<file path="config.mk">
export PLATFORM = sky130hd
export DESIGN_NAME = spi_flash_program_erase_sequencer
export DESIGN_NICKNAME = d
export VERILOG_FILES = /design/src/hw/rtl/spfs_pkg.sv /design/src/hw/rtl/spfs_front.sv /design/src/hw/rtl/spfs_fifo.sv /design/src/hw/rtl/spfs_back.sv /design/src/hw/rtl/spi_flash_program_erase_sequencer.sv
export SDC_FILE = /design/constraint.sdc
export NUM_CORES = 1
export LEC_CHECK = 0
export ABC_AREA = 1
export BUFFER_PORTS_ARGS = -buffer_cell sky130_fd_sc_hd__buf_4
export CAP_MARGIN = 20
export CELL_PAD_IN_SITES_DETAIL_PLACEMENT = 1
export CELL_PAD_IN_SITES_GLOBAL_PLACEMENT = 1
export CORE_ASPECT_RATIO = 0.8
export CORE_MARGIN = 8
export CORE_UTILIZATION = 46
export CTS_BUF_LIST = sky130_fd_sc_hd__clkbuf_8 sky130_fd_sc_hd__clkbuf_16
export CTS_CLUSTER_DIAMETER = 60
export CTS_CLUSTER_SIZE = 10
export DETAILED_ROUTE_END_ITERATION = 8
export HOLD_SLACK_MARGIN = 0.02
export PLACE_DENSITY_LB_ADDON = 0.08
export SYNTH_ARGS = -nofsm -noshare
export SYNTH_HDL_FRONTEND = slang
export SYNTH_SLANG_ARGS = --single-unit
</file>
<file path="constraint.sdc">
create_clock -name clk -period 4.63 [get_ports clk]
set_input_delay 0.2315 -clock clk [delete_from_list [all_inputs] [get_ports clk]]
set_output_delay 0.2315 -clock clk [all_outputs]
set_load 0.03 [all_outputs]
</file>
<file path="src/hw/rtl/spfs_pkg.sv">
// ---------------------------------------------------------------------------
// SPI flash sequencer package
// Shared constants, command and result types, and the per-step decode that
// turns a queued command into one SPI byte, chip-select or reject action.
// ---------------------------------------------------------------------------
package spfs_pkg;

  // The page size must be a power of two.
  localparam int PAGE_BYTES = 256;
  localparam int OFS_W      = $clog2(PAGE_BYTES);
  localparam int ROOM_W     = $clog2(PAGE_BYTES + 1);
  localparam int ADDR_W     = 24;
  localparam int COUNT_W    = 25;
  localparam int QDEPTH     = 4;
  localparam int QPTR_W     = $clog2(QDEPTH);
  localparam int STEP_W     = 4;

  // Request kinds on the input channel.
  localparam logic [2:0] REQ_PROG   = 3'd0;
  localparam logic [2:0] REQ_DATA   = 3'd1;
  localparam logic [2:0] REQ_STATUS = 3'd2;
  localparam logic [2:0] REQ_SECTOR = 3'd3;
  localparam logic [2:0] REQ_CHIP   = 3'd4;

  // Result actions.
  localparam logic [1:0] ACT_SEND    = 2'd0;
  localparam logic [1:0] ACT_CS_HIGH = 2'd1;
  localparam logic [1:0] ACT_REJECT  = 2'd2;

  // Flash opcodes.
  localparam logic [7:0] OP_WREN  = 8'h06;
  localparam logic [7:0] OP_PP    = 8'h02;
  localparam logic [7:0] OP_RDSR  = 8'h05;
  localparam logic [7:0] OP_CE    = 8'hC7;
  localparam logic [7:0] OP_SE    = 8'h20;
  localparam logic [7:0] OP_DUMMY = 8'hFF;

  typedef enum logic [3:0] {
    K_REJECT,
    K_PAGE,
    K_DATA,
    K_DATA_END,
    K_BUSY,
    K_NEXT_PAGE,
    K_DONE,
    K_SECTOR,
    K_CHIP
  } kind_t;

  typedef struct packed {
    kind_t             kind;
    logic [ADDR_W-1:0] addr;
    logic [7:0]        b0;
    logic [7:0]        b1;
  } cmd_t;

  typedef struct packed {
    logic [1:0] action;
    logic [7:0] spi_byte;
    logic       poll;
    logic       done;
    logic       last;
  } res_t;

  // Even bits from ev, odd bits from od.
  function automatic logic [7:0] weave(input logic [3:0] ev, input logic [3:0] od);
    logic [7:0] w;
    for (int i = 0; i < 4; i++) begin
      w[2*i]   = ev[i];
      w[2*i+1] = od[i];
    end
    return w;
  endfunction

  function automatic res_t send_res(input logic [7:0] b, input logic poll, input logic last);
    res_t r;
    r.action   = ACT_SEND;
    r.spi_byte = b;
    r.poll     = poll;
    r.done     = 1'b0;
    r.last     = last;
    return r;
  endfunction

  function automatic res_t cs_res(input logic done, input logic last);
    res_t r;
    r.action   = ACT_CS_HIGH;
    r.spi_byte = 8'h00;
    r.poll     = 1'b0;
    r.done     = done;
    r.last     = last;
    return r;
  endfunction

  function automatic res_t reject_res();
    res_t r;
    r.action   = ACT_REJECT;
    r.spi_byte = 8'h00;
    r.poll     = 1'b0;
    r.done     = 1'b0;
    r.last     = 1'b1;
    return r;
  endfunction

  // Write enable, chip-select raise, page program opcode and the address.
  function automatic res_t page_step(input logic [ADDR_W-1:0] a, input logic [2:0] idx);
    res_t r;
    case (idx)
      3'd0: r = send_res(OP_WREN, 1'b0, 1'b0);
      3'd1: r = cs_res(1'b0, 1'b0);
      3'd2: r = send_res(OP_PP, 1'b0, 1'b0);
      3'd3: r = send_res(a[23:16], 1'b0, 1'b0);
      3'd4: r = send_res(a[15:8], 1'b0, 1'b0);
      3'd5: r = send_res(a[7:0], 1'b0, 1'b1);
      default: r = reject_res();
    endcase
    return r;
  endfunction

  function automatic res_t step_result(input cmd_t c, input logic [STEP_W-1:0] step);
    res_t             r;
    logic [STEP_W-1:0] prev;
    prev = step - STEP_W'(1);
    r = reject_res();
    case (c.kind)
      K_REJECT: r = reject_res();
      K_PAGE:   r = page_step(c.addr, step[2:0]);
      K_NEXT_PAGE: begin
        if (step == '0) begin
          r = cs_res(1'b0, 1'b0);
        end else begin
          r = page_step(c.addr, prev[2:0]);
        end
      end
      K_DATA, K_DATA_END: begin
        case (step)
          4'd0: r = send_res(weave(c.b0[7:4], c.b1[7:4]), 1'b0, 1'b0);
          4'd1: r = send_res(weave(c.b0[3:0], c.b1[3:0]), 1'b0, c.kind == K_DATA);
          4'd2: r = cs_res(1'b0, 1'b0);
          4'd3: r = send_res(OP_RDSR, 1'b0, 1'b0);
          default: r = send_res(OP_DUMMY, 1'b1, 1'b1);
        endcase
      end
      K_BUSY: r = send_res(OP_DUMMY, 1'b1, 1'b1);
      K_DONE: r = cs_res(1'b1, 1'b1);
      K_SECTOR: begin
        case (step)
          4'd0: r = send_res(OP_WREN, 1'b0, 1'b0);
          4'd1: r = cs_res(1'b0, 1'b0);
          4'd2: r = send_res(OP_SE, 1'b0, 1'b0);
          4'd3: r = send_res(c.addr[23:16], 1'b0, 1'b0);
          4'd4: r = send_res(c.addr[15:8], 1'b0, 1'b0);
          4'd5: r = send_res(c.addr[7:0], 1'b0, 1'b0);
          4'd6: r = cs_res(1'b0, 1'b0);
          4'd7: r = send_res(OP_RDSR, 1'b0, 1'b0);
          default: r = send_res(OP_DUMMY, 1'b1, 1'b1);
        endcase
      end
      K_CHIP: begin
        case (step)
          4'd0: r = send_res(OP_WREN, 1'b0, 1'b0);
          4'd1: r = cs_res(1'b0, 1'b0);
          4'd2: r = send_res(OP_CE, 1'b0, 1'b0);
          4'd3: r = cs_res(1'b0, 1'b0);
          4'd4: r = send_res(OP_RDSR, 1'b0, 1'b0);
          default: r = send_res(OP_DUMMY, 1'b1, 1'b1);
        endcase
      end
      default: r = reject_res();
    endcase
    return r;
  endfunction

endpackage

</file>
<file path="src/hw/rtl/spfs_front.sv">
// ---------------------------------------------------------------------------
// SPI flash sequencer front end
// Accepts requests, checks them against the operation phase, updates address
// and count bookkeeping and queues one command per request but empty programs.
// ---------------------------------------------------------------------------
module spfs_front (
  input  logic                          clk,
  input  logic                          rst,
  input  logic                          in_valid,
  output logic                          in_ready,
  input  logic [2:0]                    in_req,
  input  logic [spfs_pkg::ADDR_W-1:0]   in_addr,
  input  logic [spfs_pkg::COUNT_W-1:0]  in_count,
  input  logic [7:0]                    in_b0,
  input  logic [7:0]                    in_b1,
  input  logic [7:0]                    in_status,
  output logic                          q_push,
  output spfs_pkg::cmd_t                q_cmd,
  input  logic                          q_full
);

  typedef enum logic [1:0] {
    PH_IDLE,
    PH_DATA,
    PH_POLL
  } phase_t;

  phase_t                         phase, phase_next;
  logic                           op_is_program, op_is_program_next;
  logic [spfs_pkg::ADDR_W-1:0]    cur_address, cur_address_next;
  logic [spfs_pkg::COUNT_W-1:0]   bytes_left, bytes_left_next;
  logic [spfs_pkg::ROOM_W-1:0]    page_room, page_room_next;

  logic                           accept;
  logic [spfs_pkg::COUNT_W-1:0]   left_dec;
  logic [spfs_pkg::ROOM_W-1:0]    room_dec;
  logic [spfs_pkg::ROOM_W-1:0]    room_at_addr;
  logic [spfs_pkg::ROOM_W-1:0]    room_at_cur;
  logic                           do_push;

  assign in_ready = !q_full;
  assign accept   = in_valid && in_ready;
  assign q_push   = accept && do_push;

  assign left_dec = (bytes_left > spfs_pkg::COUNT_W'(2)) ?
                    bytes_left - spfs_pkg::COUNT_W'(2) : '0;
  assign room_dec = (page_room > spfs_pkg::ROOM_W'(2)) ?
                    page_room - spfs_pkg::ROOM_W'(2) : '0;

  assign room_at_addr = spfs_pkg::ROOM_W'(spfs_pkg::PAGE_BYTES) -
                        spfs_pkg::ROOM_W'(in_addr[spfs_pkg::OFS_W-1:0]);
  assign room_at_cur  = spfs_pkg::ROOM_W'(spfs_pkg::PAGE_BYTES) -
                        spfs_pkg::ROOM_W'(cur_address[spfs_pkg::OFS_W-1:0]);

  always_comb begin
    phase_next         = phase;
    op_is_program_next = op_is_program;
    cur_address_next   = cur_address;
    bytes_left_next    = bytes_left;
    page_room_next     = page_room;
    do_push            = 1'b1;
    q_cmd.kind         = spfs_pkg::K_REJECT;
    q_cmd.addr         = in_addr;
    q_cmd.b0           = in_b0;
    q_cmd.b1           = in_b1;

    if (in_req == spfs_pkg::REQ_PROG && phase == PH_IDLE) begin
      if (in_count == '0) begin
        do_push = 1'b0;
      end else begin
        q_cmd.kind         = spfs_pkg::K_PAGE;
        op_is_program_next = 1'b1;
        cur_address_next   = in_addr;
        bytes_left_next    = in_count;
        page_room_next     = room_at_addr;
        phase_next         = PH_DATA;
      end
    end else if (in_req == spfs_pkg::REQ_DATA && phase == PH_DATA) begin
      bytes_left_next  = left_dec;
      page_room_next   = room_dec;
      cur_address_next = cur_address + spfs_pkg::ADDR_W'(2);
      // A page ends when either the data or the room in the page runs out.
      if (left_dec == '0 || room_dec == '0) begin
        q_cmd.kind = spfs_pkg::K_DATA_END;
        phase_next = PH_POLL;
      end else begin
        q_cmd.kind = spfs_pkg::K_DATA;
      end
    end else if (in_req == spfs_pkg::REQ_STATUS && phase == PH_POLL) begin
      if (in_status[0]) begin
        q_cmd.kind = spfs_pkg::K_BUSY;
      end else if (op_is_program && bytes_left != '0) begin
        q_cmd.kind     = spfs_pkg::K_NEXT_PAGE;
        q_cmd.addr     = cur_address;
        page_room_next = room_at_cur;
        phase_next     = PH_DATA;
      end else begin
        q_cmd.kind = spfs_pkg::K_DONE;
        phase_next = PH_IDLE;
      end
    end else if (in_req == spfs_pkg::REQ_SECTOR && phase == PH_IDLE) begin
      q_cmd.kind         = spfs_pkg::K_SECTOR;
      op_is_program_next = 1'b0;
      phase_next         = PH_POLL;
    end else if (in_req == spfs_pkg::REQ_CHIP && phase == PH_IDLE) begin
      q_cmd.kind         = spfs_pkg::K_CHIP;
      op_is_program_next = 1'b0;
      phase_next         = PH_POLL;
    end
  end

  always_ff @(posedge clk) begin
    if (rst) begin
      phase         <= PH_IDLE;
      op_is_program <= 1'b0;
      cur_address   <= '0;
      bytes_left    <= '0;
      page_room     <= '0;
    end else if (accept) begin
      phase         <= phase_next;
      op_is_program <= op_is_program_next;
      cur_address   <= cur_address_next;
      bytes_left    <= bytes_left_next;
      page_room     <= page_room_next;
    end
  end

endmodule

</file>
<file path="src/hw/rtl/spfs_fifo.sv">
// ---------------------------------------------------------------------------
// SPI flash sequencer command queue
// Small first-in first-out buffer of commands between the front end and the
// byte generator.
// ---------------------------------------------------------------------------
module spfs_fifo (
  input  logic           clk,
  input  logic           rst,
  input  logic           push,
  input  spfs_pkg::cmd_t push_cmd,
  output logic           full,
  input  logic           pop,
  output spfs_pkg::cmd_t head,
  output logic           empty
);

  spfs_pkg::cmd_t                mem [spfs_pkg::QDEPTH];
  logic [spfs_pkg::QPTR_W-1:0]   wr_ptr;
  logic [spfs_pkg::QPTR_W-1:0]   rd_ptr;
  logic [spfs_pkg::QPTR_W:0]     count;
  logic                          do_push;
  logic                          do_pop;

  assign full    = (count == (spfs_pkg::QPTR_W + 1)'(spfs_pkg::QDEPTH));
  assign empty   = (count == '0);
  assign do_push = push && !full;
  assign do_pop  = pop && !empty;
  assign head    = mem[rd_ptr];

  always_ff @(posedge clk) begin
    if (do_push) begin
      mem[wr_ptr] <= push_cmd;
    end
  end

  always_ff @(posedge clk) begin
    if (rst) begin
      wr_ptr <= '0;
      rd_ptr <= '0;
      count  <= '0;
    end else begin
      if (do_push) begin
        wr_ptr <= wr_ptr + spfs_pkg::QPTR_W'(1);
      end
      if (do_pop) begin
        rd_ptr <= rd_ptr + spfs_pkg::QPTR_W'(1);
      end
      if (do_push && !do_pop) begin
        count <= count + (spfs_pkg::QPTR_W + 1)'(1);
      end else if (do_pop && !do_push) begin
        count <= count - (spfs_pkg::QPTR_W + 1)'(1);
      end
    end
  end

endmodule

</file>
<file path="src/hw/rtl/spfs_back.sv">
// ---------------------------------------------------------------------------
// SPI flash sequencer byte generator
// Walks each queued command step by step and presents one result per cycle,
// while the output is not stalled, from a registered output stage.
// ---------------------------------------------------------------------------
module spfs_back (
  input  logic           clk,
  input  logic           rst,
  input  spfs_pkg::cmd_t head,
  input  logic           q_empty,
  output logic           q_pop,
  output logic           out_valid,
  input  logic           out_ready,
  output spfs_pkg::res_t out_res
);

  logic [spfs_pkg::STEP_W-1:0] step;
  logic                        load;
  spfs_pkg::res_t              res;

  assign load  = !out_valid || out_ready;
  assign res   = spfs_pkg::step_result(head, step);
  assign q_pop = load && !q_empty && res.last;

  always_ff @(posedge clk) begin
    if (rst) begin
      out_valid <= 1'b0;
      step      <= '0;
    end else if (load) begin
      out_valid <= !q_empty;
      if (!q_empty) begin
        step <= res.last ? '0 : step + spfs_pkg::STEP_W'(1);
      end
    end
  end

  always_ff @(posedge clk) begin
    if (load && !q_empty) begin
      out_res <= res;
    end
  end

endmodule

</file>
<file path="src/hw/rtl/spi_flash_program_erase_sequencer.sv">
// ---------------------------------------------------------------------------
// SPI flash program and erase sequencer
// Turns program, data, status and erase requests into single-SPI byte and
// chip-select actions for a NOR flash.
// ---------------------------------------------------------------------------
// A taken request is stored in the command queue; its first result is then registered at the output.
// Throughput: one result per cycle while m_tready is high; a request gives
// one result per step of its command (none for a zero-length program, up to
// nine), as the byte generator steps through the command.
// Requests are taken while the four-entry command queue has room.
// Reset (rst, synchronous, active high) returns to idle and empties the queue.
module spi_flash_program_erase_sequencer (
  input  logic        clk,
  input  logic        rst,
  input  logic        s_tvalid,
  output logic        s_tready,
  // start_address[23:0], byte_count[48:24], first_byte[56:49],
  // second_byte[64:57], flash_status[72:65], zero fill above
  input  logic [79:0] s_tdata,
  // req_type[2:0]
  input  logic [2:0]  s_tuser,
  output logic        m_tvalid,
  input  logic        m_tready,
  // spi_byte[7:0], poll_status[8], op_done[9], zero fill above
  output logic [15:0] m_tdata,
  // action[1:0]
  output logic [1:0]  m_tuser,
  output logic        m_tlast
);

  spfs_pkg::cmd_t push_cmd;
  spfs_pkg::cmd_t head;
  spfs_pkg::res_t out_res;
  logic           push;
  logic           full;
  logic           pop;
  logic           empty;

  spfs_front u_front (
    .clk       (clk),
    .rst       (rst),
    .in_valid  (s_tvalid),
    .in_ready  (s_tready),
    .in_req    (s_tuser),
    .in_addr   (s_tdata[23:0]),
    .in_count  (s_tdata[48:24]),
    .in_b0     (s_tdata[56:49]),
    .in_b1     (s_tdata[64:57]),
    .in_status (s_tdata[72:65]),
    .q_push    (push),
    .q_cmd     (push_cmd),
    .q_full    (full)
  );

  spfs_fifo u_fifo (
    .clk      (clk),
    .rst      (rst),
    .push     (push),
    .push_cmd (push_cmd),
    .full     (full),
    .pop      (pop),
    .head     (head),
    .empty    (empty)
  );

  spfs_back u_back (
    .clk       (clk),
    .rst       (rst),
    .head      (head),
    .q_empty   (empty),
    .q_pop     (pop),
    .out_valid (m_tvalid),
    .out_ready (m_tready),
    .out_res   (out_res)
  );

  assign m_tdata = {6'b0, out_res.done, out_res.poll, out_res.spi_byte};
  assign m_tuser = out_res.action;
  assign m_tlast = out_res.last;

`ifndef SYNTHESIS
  // A rejection is always the only result of its request.
  assert property (@(posedge clk) disable iff (rst)
    m_tvalid && m_tuser == spfs_pkg::ACT_REJECT |-> m_tlast)
    else $error("reject result not marked last");

  // Completion is signaled only on the final chip-select raise.
  assert property (@(posedge clk) disable iff (rst)
    m_tvalid && m_tdata[9] |-> m_tlast && m_tuser == spfs_pkg::ACT_CS_HIGH)
    else $error("op_done on a result that is not a final chip-select raise");

  // Status polls always clock out the dummy byte.
  assert property (@(posedge clk) disable iff (rst)
    m_tvalid && m_tdata[8] |-> m_tdata[7:0] == spfs_pkg::OP_DUMMY && m_tlast)
    else $error("status poll without dummy byte");
`endif

endmodule
</file>
* Word level (Yosys, flattened, before mapping) *
Memories as Yosys holds them, arrays and structs flattened. A register that Yosys moved wholly into a read port is not among the register bits.
Index checks and enable logic that the tools add are counted.

storage, ports and cells
  bits in registers = 86
  bits in latches = 0
  memory bits (writable) = 176
  ROM bits = 0
  input bits = 87
  output and inout bits = 21
  memories kept = 1

operators by class
  add/sub/neg operators = 11
  $mul = 0
  div/mod/pow operators = 0
  $lt $le $gt $ge = 2
  equal/unequal tests = 38
  shifts and indexed selects = 0
  multiplexer cells = 59
  bitwise gates (word level) = 1
  reductions and logical operators = 45

memory list
  name        depth  bits a word  read ports  clocked after memory_dff  wr ports  RTL line         text
  u_fifo.mem  4      44           1           1                         1         spfs_fifo.sv:17  spfs_pkg::cmd_t mem [spfs_pkg::QDEPTH];

operators with widths
  kind                                                                               number
  24-bit two-way mux                                                                 8
  13-bit case mux with 6 select lines                                                2
  25-bit two-way mux                                                                 4
  12-bit case mux with 4 select lines                                                2
  13-bit case mux with 7 select lines                                                1
  12-bit case mux with 7 select lines                                                1
  9-bit two-way mux                                                                  7
  25-bit logical NOT                                                                 2
  4-bit by 3-bit equality test with 1-bit output (second input constant)             8
  4-bit two-way mux                                                                  7
  25-bit by 2-bit greater-than comparator with 1-bit output (second input constant)  1
  25-bit nonzero test                                                                1
  25-bit by 2-bit subtractor with 25-bit output (second input constant)              1
  24-bit by 2-bit adder with 24-bit output (second input constant)                   1
  2-bit two-way mux                                                                  11
  3-bit by 2-bit equality test with 1-bit output (second input constant)             6
  3-bit equality test (second input constant)                                        6
  9-bit by 8-bit subtractor with 9-bit output (first input constant)                 2
  4-bit by 2-bit equality test with 1-bit output (second input constant)             4
  5-bit AND reduction                                                                3
  1-bit logical AND                                                                  14
  1-bit two-way mux                                                                  13
  13-bit two-way mux                                                                 1
  3-bit logical NOT                                                                  4
  other kinds (29)                                                                   46

* Logic depth before layout (Yosys ltp) *
  word-level depth = 10
  depth in mapped cells = 22

* By module *
From an unflattened synthesis, not the netlist that was laid out.

unflattened totals
  cell total of the unflattened synthesis = 1730
  area, all modules = 14525.2 um^2

modules (own cells, without submodules)
  module                             times used  cells each  area an instance (um^2)  sequential area each (um^2)
  spfs_fifo                          1           495         7095.6                   5465.2
  spfs_front                         1           904         5322.6                   1221.2
  spfs_back                          1           324         2058.2                   490.5
  spi_flash_program_erase_sequencer  1           7           48.8                     0.0

* Worst setup path after synthesis *
OpenSTA, ideal clock, no wires.

  kind = reg2reg
  from = register u_fifo.count[0] (netlist name)
  to = memory u_fifo.mem[0][0] (netlist name), enable pin
  library setup time = 0.445 ns
  arrival time = 2.998 ns
  required time = 4.185 ns
  setup slack = 1.187 ns
  cell stages (with the launch flop) = 7
  period minus slack after synthesis = 3.443 ns
  cell sequence = dfxtp_1 -> inv_1 -> nand3_1 -> and2_1 -> nand2_1 -> buf_2 -> nor2_1

between the ends
  cells in the longest elaborated chain, start to end = 7

RTL lines
  what                                         RTL line                                 text
  start, declared                              spfs_fifo.sv:20                          logic [spfs_pkg::QPTR_W:0] count;
  start signal, assigned                       spfs_fifo.sv:49                          count <= count + (spfs_pkg::QPTR_W + 1)'(1);
  start signal, assigned                       spfs_fifo.sv:51                          count <= count - (spfs_pkg::QPTR_W + 1)'(1);
  3-bit equality test (*)                      spfs_fifo.sv:24                          assign full = (count == (spfs_pkg::QPTR_W + 1)'(spfs_pkg::QDEPTH));
  1-bit logical NOT (*)                        spfs_front.sv:41                         assign in_ready = !q_full;
  named net s_tready                           spi_flash_program_erase_sequencer.sv:16  output logic s_tready,
  1-bit logical AND                            spfs_front.sv:42                         assign accept = in_valid && in_ready;
  1-bit logical AND                            spfs_front.sv:43                         assign q_push = accept && do_push;
  1-bit logical AND (*)                        spfs_fifo.sv:26                          assign do_push = push && !full;
  1-bit two-way mux (*)                        spfs_fifo.sv:31                          if (do_push) begin
  1-bit two-way mux (implied by the code) (*)  spfs_fifo.sv:32                          mem[wr_ptr] <= push_cmd;
  end, declared                                spfs_fifo.sv:17

The timed path passes the listed nets; every way through them passes the cells marked *.

==> impl_results.md <==
- Status: completed
- Vias/cell: 5.566
- Layout cells sized above 1: 11.61%
- Initial Util: 46.28%
- Synth top area share: 40.84%
- Rel. slew slack: 22.44%
- Crit-path leading delay family: simple AND/OR/NAND/NOR gates
- Cell taking the most area after synthesis: edfxtp_1
- ANT nets after route: 0
- Routed len/inst: 19.86 um
- Post-Route Setup TNS: 0 ns
- Global-route wire length before repair: 68.33 mm
- Most frequent cell after synthesis: nand2_1
- Post-synth EDFFs: 189
- Drt total wl: 43.61 mm
- Fin. max-slew vios: 0
- CP bufs+invs: 5
- GRT Util Overall: 23.80%
- Core area: 30030 sq um
- Initial DRC count: 823
- Worst-Margin Slew: 1.153 ns
- Adder-cell share of the synthesized area: 1.765%
- Largest cells by area after synthesis: edfxtp_1 (41%), dfxtp_1 (11%), nand2_1 (9.5%)
- Worst hold path type: in2reg
- Netlist cell types: 54
- Main synth FF type: edfxtp_1
- P&R area growth vs syn: 16.83%
- Vias in the first global route: 12200
- Clock Skew: 0.01162 ns
- CP max-delay cell: inv_1
- Reg clk slew, reported paths: 0.06 ns
- Crit path launch type: flop
- Nets: 1864
- # setup viols final: 0
- Fin crit period: 3.383 ns
- CTS root buf: clkbuf_16
- # Max-Cap Violations: 0
- Fill cells: 3590
- XOR/XNOR Fraction of Synth Area: 2.143%
- Worst-Skew Late Latency: 0.57 ns
- CP Data Arrival Time: 3.84 ns
- Setup CP Type: reg2reg
- Number of diodes: 0
- Fmax achieved: 295.6 MHz
- CP Max Fanout: 20
- Async S/R FF share, synth: 0%
- Max Buffers Root-to-Sink: 3
- Row count: 57
- Avg Cell Area, Syn: 8.443 sq um
- Gr ovfl total: 0
- Crit-path cells: inv_1 -> nand3_1 -> nand2_1 -> inv_1 -> nand2_1 -> inv_1 -> nand2_1 -> inv_2 -> nand2_1 -> o31ai_1 -> nor2_1 -> nand2_2 -> nand2_2 -> ha_1 -> inv_1 -> fa_1 -> a21oi_1 -> o21ai_0 -> o21ai_0 -> a21oi_1
- Die area: 36060 sq um
- Top post-synthesis cells by count: nand2_1 (350), edfxtp_1 (189), nor2_1 (181)
- Top-Level Pins: 108
- Hold path startpoint: s_tdata[10]
- Mux contribution to synthesized area: 0%
- # DRC: 0
- Largest stage delay, worst path: 0.55 ns
- Final Hold Viols: 0
- Final HPWL DP: 29.55 mm
- CTS buffer count: 31
- Critical Path RT: 5.09 ns
- Synth Area in Compound Gates: 14.48%
- Pre-antenna DRT Iters: 4
- Simple-gate share of the synthesized area: 23.29%
- CTS sink count: 264
- Cells after Synth: 1646
- Initial antenna violation count: 0
- Placer Congestion: 0.9236
- Vias: 12220
- Mapped cell area: 13900 sq um
- PwrDens: 498.8 nW/um^2
- Min Hold Slack: 0.07487 ns
- Largest net degree at the start of global routing: 61
- H-tree Lvls: 1
- Final period utilization: 73.08%
- Largest family of logic cells by synthesized area: simple AND/OR/NAND/NOR gates
- Die X: 210.3 um
- Max IR drop VDD: 0.3404 mV
- CP Capture Type: flop
- P_leak: 6.630 nW
- Port buffer count: 87
- Register area share after synthesis: 51.64%
- Unrepaired setup endpoints after global routing: false
- Die H: 171.5 um
- FF+latch count, synth: 264
- TritonCTS clock tree: built
- Syn. warnings: 0
==> kinds of logic (layout without fill, tap and decap cells) <==
family          after synthesis  after routing
fa+ha+maj                    19             19
compound gates              360            360
xor+xnor                     34             34
other cells                   1              6
flops                       264            264
buf+inv                     221            353
simple gates                747            747
==> power by group <==
part / leakage [nW] / total, mW / internal [mW] / switching, mW
logic: 3.75 / 2.95 / 0.876 / 2.07
clock network: 0.525 / 2.17 / 1.21 / 0.964
registers: 2.36 / 2.98 / 2.87 / 0.112
==> state kept, by name, summed over array words and instances (netlist names), named ones only <==
register / cells
u_back.out_res: 13
u_back.out_valid: 1
u_back.step: 4
u_fifo.count: 3
u_fifo.mem: 176
u_fifo.rd_ptr: 2
u_fifo.wr_ptr: 2
u_front.bytes_left: 25
u_front.cur_address: 24
u_front.op_is_program: 1
u_front.page_room: 9
u_front.phase: 2
==> layer usage <==
layer  part of all wire (%)  track usage [%]
met4                    1.5            4.619
met3                    4.3            2.695
met5                      0                0
met2                     46            39.27
met1                     48            33.71
==> worst paths after layout <==
kind | end | cells past startpoint | slack [ns]
worst max-delay path | u_fifo.count[2] | 20 | 1.25
worst min-delay path | u_front.cur_address[10] | 5 | 0.07
worst max register to register | u_fifo.count[2] | 20 | 1.25
worst min register to register | u_front.op_is_program | 2 | 0.48
==> worst reg2reg max path, stage by stage (launching register included) <==
cell,delay (ns)
dfxtp_1,0.31
inv_1,0.55
nand3_1,0.15
nand2_1,0.14
inv_1,0.08
nand2_1,0.10
inv_1,0.07
nand2_1,0.15
inv_2,0.10
nand2_1,0.11
o31ai_1,0.08
nor2_1,0.12
nand2_2,0.09
nand2_2,0.14
ha_1,0.17
inv_1,0.07
fa_1,0.39
a21oi_1,0.14
o21ai_0,0.11
o21ai_0,0.17
a21oi_1,0.06
==> area by class of cell <==
class	count	area (sq um)	area share (%)
sequential	264	7178	44.21
multi-input combinational	1166	5858	36.08
timing repair buffer	148	1226	7.552
clock buffer	31	775.7	4.778
inverter	147	556.8	3.429
tap	413	516.7	3.183
clock inverter	27	123.9	0.7629
==> repair_timing <==
item                      4_1_cts  5_1_grt
hold buffers                   46        0
resized for setup               0        0
setup buffers                   0        0
hold endpoints to repair       94        0
==> cell usage in the layout, fill, tap and decap left out, drive strengths merged, types with 8 or more instances in the layout <==
cell type,Yosys,routed
xor2,27,27
a31oi,10,10
edfxtp,189,189
o21ai,160,160
o22ai,28,28
nor2,202,202
ha,18,18
nor3,17,17
or2,8,8
a21oi,117,117
buf,34,102
inv,145,169
dlygate4sd3,0,46
nand2,362,362
dfxtp,75,75
clkbuf,40,31
nand3,126,126
nand4,20,20
==> per-stage QoR <==
stage               total power [mW]  cell area [sq um]  util (%)  setup slack [ns]  std cells
finish                         8.098              16240     54.07             1.247       2196
global route                   8.546              16240     54.07            0.8453       2196
CTS                            8.134              16240     54.07             1.205       2196
detailed placement             5.921              14880     49.54             1.246       2092
global placement               5.830              14880     49.54             1.314       2092
floorplan                      4.964              13920         -             1.187       1651
(Power assumes the default switching activity.)
